### config.mk
export PLATFORM = sky130hd
export DESIGN_NAME = tcce_seq
export DESIGN_NICKNAME = d
export VERILOG_FILES = /design/src/hw/rtl/tcce_pkg.sv /design/src/hw/rtl/tcce_seq.sv
export SDC_FILE = /design/constraint.sdc
export NUM_CORES = 1
export LEC_CHECK = 0
export BUFFER_PORTS_ARGS = -buffer_cell sky130_fd_sc_hd__buf_4
export CAP_MARGIN = 25
export CORE_AREA = 8 8 45 47
export DETAILED_ROUTE_END_ITERATION = 10
export DIE_AREA = 0 0 53 55
export PLACE_DENSITY = 0.89
export SLEW_MARGIN = 20
export SYNTH_ARGS = -nofsm -noshare
export SYNTH_HDL_FRONTEND = slang
export SYNTH_SLANG_ARGS = --single-unit
### constraint.sdc
create_clock -name clk -period 4.2 [get_ports clk]
set_clock_uncertainty 0.15 [all_clocks]
set_input_delay 0.42 -clock clk [delete_from_list [all_inputs] [get_ports clk]]
set_output_delay 0.42 -clock clk [all_outputs]
set_load 0.005 [all_outputs]
### src/hw/rtl/tcce_pkg.sv
// Shared types, codes and microcode program of the text console cursor engine.
// Used by tcce_seq, tcce_dp, text_console_cursor_engine_unit and tcce_chk.
package tcce_pkg;

	localparam int OP_W   = 2;
	localparam int CHAR_W = 8;
	localparam int ATTR_W = 8;
	localparam int ADDR_W = 11;
	localparam int COL_W  = 7;
	localparam int ROW_W  = 5;
	localparam int CELL_W = ATTR_W + CHAR_W;

	localparam logic [OP_W-1:0] OP_PUT   = 2'd0;
	localparam logic [OP_W-1:0] OP_CLEAR = 2'd1;
	localparam logic [OP_W-1:0] OP_READ  = 2'd2;

	localparam logic [CHAR_W-1:0] CH_NUL   = 8'h00;
	localparam logic [CHAR_W-1:0] CH_BS    = 8'h08;
	localparam logic [CHAR_W-1:0] CH_TAB   = 8'h09;
	localparam logic [CHAR_W-1:0] CH_NL    = 8'h0A;
	localparam logic [CHAR_W-1:0] CH_CR    = 8'h0D;
	localparam logic [CHAR_W-1:0] CH_SPACE = 8'h20;

	localparam logic [ATTR_W-1:0] ATTR_RESET = 8'h03;

	typedef enum logic [3:0] {
		S_INIT   = 4'd0,
		S_IDLE   = 4'd1,
		S_PUT    = 4'd2,
		S_SCR_RD = 4'd3,
		S_SCR_WR = 4'd4,
		S_FILL   = 4'd5,
		S_CLR    = 4'd6,
		S_RD     = 4'd7,
		S_RESP   = 4'd8
	} step_t;

	typedef enum logic [2:0] {
		C_ALWAYS,
		C_DISPATCH,
		C_MORE_COPY,
		C_MORE_FILL,
		C_SCROLL,
		C_OUT_FREE
	} cond_t;

	typedef enum logic [2:0] {
		WR_NONE,
		WR_PUT,
		WR_ZERO,
		WR_BLANK,
		WR_COPY
	} wr_t;

	typedef enum logic {
		RD_REQ,
		RD_COPY
	} rd_t;

	typedef enum logic [1:0] {
		CTR_HOLD,
		CTR_CLR,
		CTR_INC
	} ctr_op_t;

	typedef enum logic [1:0] {
		CUR_HOLD,
		CUR_PUT,
		CUR_HOME
	} cur_op_t;

	typedef struct packed {
		logic    take;
		cond_t   cond;
		step_t   jt;
		step_t   jf;
		wr_t     wr;
		rd_t     rd;
		ctr_op_t ctr;
		cur_op_t cur;
		logic    emit;
	} ctrl_t;

	typedef struct packed {
		logic more_copy;
		logic more_fill;
		logic scroll;
		logic out_free;
	} stat_t;

	localparam ctrl_t CW_NOP = '{
		take: 1'b0, cond: C_ALWAYS, jt: S_IDLE, jf: S_IDLE, wr: WR_NONE,
		rd: RD_REQ, ctr: CTR_HOLD, cur: CUR_HOLD, emit: 1'b0
	};

	function automatic ctrl_t microcode(input step_t s);
		ctrl_t w;
		w = CW_NOP;
		unique case (s)
			S_INIT: begin
				w.wr = WR_ZERO; w.ctr = CTR_INC;
				w.cond = C_MORE_FILL; w.jt = S_INIT; w.jf = S_IDLE;
			end
			S_IDLE: begin
				w.take = 1'b1; w.ctr = CTR_CLR;
				w.cond = C_DISPATCH; w.jf = S_IDLE;
			end
			S_PUT: begin
				w.wr = WR_PUT; w.cur = CUR_PUT;
				w.cond = C_SCROLL; w.jt = S_SCR_RD; w.jf = S_RESP;
			end
			S_SCR_RD: begin
				w.rd = RD_COPY;
				w.cond = C_ALWAYS; w.jt = S_SCR_WR;
			end
			S_SCR_WR: begin
				w.wr = WR_COPY; w.ctr = CTR_INC;
				w.cond = C_MORE_COPY; w.jt = S_SCR_RD; w.jf = S_FILL;
			end
			S_FILL: begin
				w.wr = WR_BLANK; w.ctr = CTR_INC;
				w.cond = C_MORE_FILL; w.jt = S_FILL; w.jf = S_RESP;
			end
			S_CLR: begin
				w.wr = WR_BLANK; w.ctr = CTR_INC; w.cur = CUR_HOME;
				w.cond = C_MORE_FILL; w.jt = S_CLR; w.jf = S_RESP;
			end
			S_RD: begin
				w.cond = C_ALWAYS; w.jt = S_RESP;
			end
			S_RESP: begin
				w.emit = 1'b1;
				w.cond = C_OUT_FREE; w.jt = S_IDLE; w.jf = S_RESP;
			end
			default: begin
				w.cond = C_ALWAYS; w.jt = S_IDLE;
			end
		endcase
		return w;
	endfunction

	function automatic step_t dispatch(input logic [OP_W-1:0] op);
		step_t s;
		unique case (op)
			OP_PUT:   s = S_PUT;
			OP_CLEAR: s = S_CLR;
			OP_READ:  s = S_RD;
			default:  s = S_RESP;
		endcase
		return s;
	endfunction

endpackage

### src/hw/rtl/tcce_seq.sv
// Microcode sequencer: step counter, control word table and jump logic.
// Depends on tcce_pkg.
module tcce_seq (
	input  logic                      clk,
	input  logic                      arst_n,
	input  logic                      in_valid,
	input  logic [tcce_pkg::OP_W-1:0] operation,
	input  tcce_pkg::stat_t           stat,
	output tcce_pkg::ctrl_t           cw
);
	import tcce_pkg::*;

	step_t step_q;
	step_t step_d;

	always_comb begin
		cw = microcode(step_q);
	end

	always_comb begin
		step_d = cw.jf;
		unique case (cw.cond)
			C_ALWAYS:    step_d = cw.jt;
			C_DISPATCH:  if (in_valid && cw.take) step_d = dispatch(operation);
			C_MORE_COPY: if (stat.more_copy) step_d = cw.jt;
			C_MORE_FILL: if (stat.more_fill) step_d = cw.jt;
			C_SCROLL:    if (stat.scroll) step_d = cw.jt;
			C_OUT_FREE:  if (stat.out_free) step_d = cw.jt;
			default:     step_d = S_IDLE;
		endcase
	end

	always_ff @(posedge clk or negedge arst_n) begin
		if (!arst_n) begin
			step_q <= S_INIT;
		end else begin
			step_q <= step_d;
		end
	end

endmodule

==> impl_metrics.ini, run 1 <==
[logic_synthesis]
synth-edff-count = 0
synthAdderAreaFrac = 0.05785
ys_warn_count = 0
ys_seq_area_frac = 0.1653
syn_nets = 88
yosys.cell_types.count = 42
synth.mux.area_fraction = 0
yosys_register_bits = 4
synth-simple-area-share = 0.3967
synth_compound_area_frac = 0.2211
netlist_area_sq_um = 605.6
synth.avg_cell_area_sq_um = 7.865
ys_dominant_reg_cell = dfrtp_1
async_reset_ff_frac = 1.000
syn_inst = 77
synth_top_family_by_area = simple AND/OR/NAND/NOR gates
synth-xor-area-share = 0.02893

[worst_setup_path]
r2r_cells = 3
crit_fanout = 21
cpPeakStageDelay_ns = 0.77
cp_num_buf_inv = 1
regToRegSetupSlack_ns = 2.49
timing.rr.end = step_q[3]
critPathSlowestCell = dfrtp_1
worst_setup_path_start_kind = flip-flop
r2r_start = step_q[1]
critPathKind = reg2out
cp_top_family = flip-flops
worstPathArrival_ns = 1.80
required_ns = 3.63
worstPathCellList = nand3b_1, a21oi_1, or2_2, buf_4
crit_path_end_kind = output port

[hold_path]
worstHoldStart = stat[2]
hold_path_end = step_q[1]
holdPathStages = 3
hold_path.class = in2reg

[placement]
dpl.hpwl_um = 1235
dp_cells = 113
gp_congestion = 0.9052
portBuffers = 28
pre_cts_slack_ns = 2.079

[timing]
worst_hold_slack_ns = 0.3318
timing.final.crit_period_ns = 2.374
relSlewSlack = 0.5450
fin_setup_tns_ns = 0
finalHoldViolations = 0
tightest_slew_ns = 0.6824
finalMaxSlewViolations = 0
post-route-period-util = 0.5652
setup_viol = 0
clock.fmax_ghz = 0.4212
setup_ws_ns = 1.826
rsz0062_at_grt = false

[detailed_routing]
avgViaCountPerCell = 5.487
via_count = 642
wl_per_cell_um = 14.08
drc = 0
wl_um = 1647
drt_iter0_markers = 14
drt_pass1_iterations = 4
postRouteAntennaNets = 0

[final_layout]
final_cells = 117
drive_gt1_frac = 0.4059
reg_top3 = step_q x4
largest_reg_flops = 4
n_fill_cell = 134
mostFrequentLayoutCells = buf_4 (28), nor2_1 (7), nand2b_1 (5)
fin_nets = 114
seq_area_sq_um = 100.1
post-route-util = 0.5868
final_common_cell = buf_4
multiInputGateArea_sq_um = 430.4
diodes = 0
regMostFlops = step_q
syn2layout_area_growth_pct = 34.09

[global_route]
antenna_found_initial = 0
grt_pass1_wl_um = 2635
grt_pass1_vias = 625
grt_overflow_total = 0
grt_util_all_layers = 0.1151
grt_max_degree = 22

[power_and_ir_drop]
leakagePower_nw = 0.3737
ir_drop_uv = 267.2
p_per_area_nw_per_um2 = 726.1

[cts]
root_buffer = clkbuf_4
worstSkewPairLatency_ns = 0.24
cts_tree = done
clk_path_buf_depth = 2
cts-hold-fix-buffers = 1
htree_levels = 1
clk_pin_slew_worst_paths_ns = 0.04
post-cts-setup-buffers = 0
cts-buffers-inserted = 3
cts_repair_resize_count = 0
cts_sinks = 4

[status]
outcome = finished clean

[run]
maxCapViolCount = 0

[die]
io_pins = 30
rows = 14
core_area_sq_um = 1384
die_h_um = 55
die_width_um = 53
dieArea_sq_um = 2915
start_util = 0.4376
==> routing by layer <==
metal / track usage / part of all wire / vias up
li1: - / - / 321
met1: 0.1166 / 0.42 / 300
met2: 0.2070 / 0.49 / 21
met3: 0.03743 / 0.089 / 0
met4: 0.06034 / 0 / 0
met5: 0 / 0 / -
==> layout make-up <==
class / instances / area share
flip-flops and latches: 4 / 0.1233
well taps: 16 / 0.02465
clock buffers: 3 / 0.02773
multi-input cells: 60 / 0.5300
repair buffers: 29 / 0.2712
inverters: 5 / 0.02311
==> kinds of logic after synthesis <==
kind of cell               Yosys count
AOI/OAI and AO/OA                   19
xor gates and xnor gates             2
adders and majority gates            3
buffers and inverters               13
DFF                                  4
other                                1
and+or+nand+nor                     35
==> worst min-delay path: stages <==
cell	delay (ns)
buf_4	0.12
a32oi_1	0.07
o21ai_0	0.07
==> cells in the mapped netlist, types with 2 or more instances <==
| cell | count | area share |
|---|---|---|
| ha_1 | 2 | 0.041 |
| nor3_1 | 4 | 0.033 |
| nor3b_1 | 2 | 0.025 |
| or2_1 | 2 | 0.021 |
| buf_4 | 2 | 0.025 |
| buf_2 | 2 | 0.017 |
| nor2_1 | 7 | 0.043 |
| o21ai_0 | 4 | 0.033 |
| buf_6 | 2 | 0.037 |
| nand2b_1 | 5 | 0.052 |
| dfrtp_1 | 4 | 0.17 |
| a21oi_1 | 3 | 0.025 |
| or2_2 | 2 | 0.021 |
| nor4b_4 | 2 | 0.079 |
| nand2_1 | 3 | 0.019 |
| o21ba_2 | 2 | 0.033 |
| inv_1 | 4 | 0.025 |
==> per-stage QoR <==
stage / area, sq um / power, W
global placement: 779.5 / 0.0005352
finish: 812.0 / 0.0005896
global route: 812.0 / 0.0006487
detailed placement: 779.5 / 0.0005436
floorplan: 605.6 / 0.0003746
CTS: 812.0 / 0.0005985
==> worst max-delay path by stage <==
stage             end  cells after the start  startpoint  slack, ns
6_report       cw[12]                      4   step_q[1]       1.83
5_1_grt        cw[12]                      4   step_q[1]       1.70
4_1_cts        cw[12]                      4   step_q[1]       1.82
3_5_place_dp   cw[12]                      4   step_q[1]       2.08
3_3_place_gp   cw[12]                      4   step_q[1]       2.14
2_1_floorplan  cw[12]                      4   step_q[0]       2.52
==> power breakdown <==
group	switching (W)	total (W)	leakage (nW)	internal, W
logic	0.000162	0.000407	0.309	0.000245
registers	0.0000806	0.000134	0.0504	0.0000535
clock network	0.0000165	0.0000485	0.0138	0.0000320
(Power assumes the default switching activity.)
==> run 2: changes to the inputs <==
CORE_AREA = default   (was 8 8 45 47)
CORE_MARGIN = 8   (was default)
CORE_UTILIZATION = 44   (was default)
DIE_AREA = default   (was 0 0 53 55)
PLACE_DENSITY = 0.87   (was 0.89)
clock period = 2.25 ns   (was 4.2 ns; I/O delays follow)
==> run 2 against run 1 <==
  * Utilization is 4.2 points higher
  * Hold slack worse by 0.20 ns
  * Non-clock buffer count is 1 higher
  * Die area fell by 3.3%
  * Critical path depth did not move
  * Sequential power is 75% higher
  * Cell count stayed put
  * Final area is 0.77% higher
  * Combinational power rose by 94%
  * Total power grew 88%
  * Register-to-register slack got worse by 1.9 ns
  * Clock power increased by 74%
  * Critical endpoint unchanged
==> impl_metrics.ini, run 2 (synthesized netlist as in run 1, its figures left out) <==
[timing]
post-route-period-util = 0.9071
fin_setup_tns_ns = 0
timing.final.crit_period_ns = 2.041
rsz0062_at_grt = false
worst_hold_slack_ns = 0.1317
relSlewSlack = 0.5613
finalHoldViolations = 0
clock.fmax_ghz = 0.4900
finalMaxSlewViolations = 0
tightest_slew_ns = 0.6580
setup_ws_ns = 0.2090
setup_viol = 0

[final_layout]
drive_gt1_frac = 0.4118
regMostFlops = step_q
reg_top3 = step_q x4
fin_nets = 115
syn2layout_area_growth_pct = 35.12
diodes = 0
largest_reg_flops = 4
final_common_cell = buf_4
mostFrequentLayoutCells = buf_4 (29), nor2_1 (7), nand2b_1 (5)
design_area_sq_um = 818.3

[worst_setup_path]
worst_setup_path_start_kind = flip-flop
required_ns = 1.88
crit_fanout = 16
critPathKind = reg2out
worstPathArrival_ns = 1.67
crit_path_end_kind = output port
regToRegSetupSlack_ns = 0.59

[global_route]
grt_util_met3 = 0.03081
grt_pass1_vias = 639
grt-busiest-layer = met2
grt_max_degree = 22
grtUsageMet2 = 0.2070
grt_pass1_wl_um = 2635
grt_overflow_total = 0
grt_util_all_layers = 0.1193
antenna_found_initial = 0
grtUsageMet1 = 0.1302

[placement]
pre_cts_slack_ns = 0.4709
gp_congestion = 0.8719
dpl.hpwl_um = 1236
placed_cell_area_sq_um = 785.8
portBuffers = 28

[die]
io_pins = 30
die_width_um = 53.10
die_h_um = 53.10
core_area_sq_um = 1301
dieArea_sq_um = 2820
start_util = 0.4654
rows = 13

[cts]
worstSkewPairLatency_ns = 0.23
root_buffer = clkbuf_4
post-cts-setup-buffers = 0
htree_levels = 1
cts_tree = done
cts-buffers-inserted = 3
clk_path_buf_depth = 2
clk_pin_slew_worst_paths_ns = 0.04
cts_sinks = 4

[detailed_routing]
wl_per_cell_um = 14.08
postRouteAntennaNets = 0
via_count = 654
drc = 0
drt_iter0_markers = 11
avgViaCountPerCell = 5.590
wl_um = 1647
drt_pass1_iterations = 4

[status]
outcome = finished clean

[power_and_ir_drop]
p_per_area_nw_per_um2 = 1353
ir_drop_uv = 528.5
leakagePower_nw = 0.3789

[hold_path]
hold_path.class = in2reg

[run]
maxCapViolCount = 0
-- run 2: cell types whose count changed in the layout (fill, tap and decap cells not counted) --
cell,before,now
buf_4,28,29
-- run 2: stage by stage --
stage / total power (W) / util / cells
floorplan: 0.0006993 / - / 77
global placement: 0.001010 / 0.6038 / 113
detailed placement: 0.001027 / 0.6038 / 113
CTS: 0.001119 / 0.6288 / 117
global route: 0.001223 / 0.6288 / 117
finish: 0.001107 / 0.6288 / 117
-- run 2: metal layers --
layer / part of all wire / routed length (um) / up-vias
li1: - / - / 320
met1: 0.42 / 687 / 302
met2: 0.49 / 813 / 32
met3: 0.089 / 146 / 0
met4: 0 / 0 / 0
met5: 0 / 0 / -
-- run 2: critical path: stages (launching register included) --
cell and delay (ns):
dfrtp_1 0.75, nand3b_1 0.20, a21oi_1 0.24, or2_2 0.15
buf_4 0.10
-- run 2: path summary, 6_finish.rpt --
check	from	to	cells past startpoint
min in group asynchronous	arst_n	step_q[2]	2
hold reg to reg	step_q[0]	step_q[2]	2
max in group asynchronous	arst_n	step_q[1]	2
setup / recovery	step_q[2]	cw[12]	4
setup reg to reg	step_q[0]	step_q[3]	3
hold / removal	stat[2]	step_q[1]	3
-- run 2: repair_timing --
action | in CTS | in global routing
gates resized for setup | 0 | 0
hold buffers | 1 | 0
endpoints found under the setup margin | 0 | 0
hold endpoints to repair | 4 | 0
-- run 2: layout make-up --
type,instances,area [sq um]
tap,15,18.77
sequential,4,100.1
fill,122,483.0
multi-input combinational,60,430.4
inverter,5,18.77
clock buffer,3,22.52
timing repair buffer,30,227.7
-- run 2: report_power, final --
group          internal [W]  switching (W)  total (W)
logic              0.000463       0.000324   0.000788
registers          0.000100       0.000134   0.000234
clock network     0.0000594      0.0000252  0.0000846
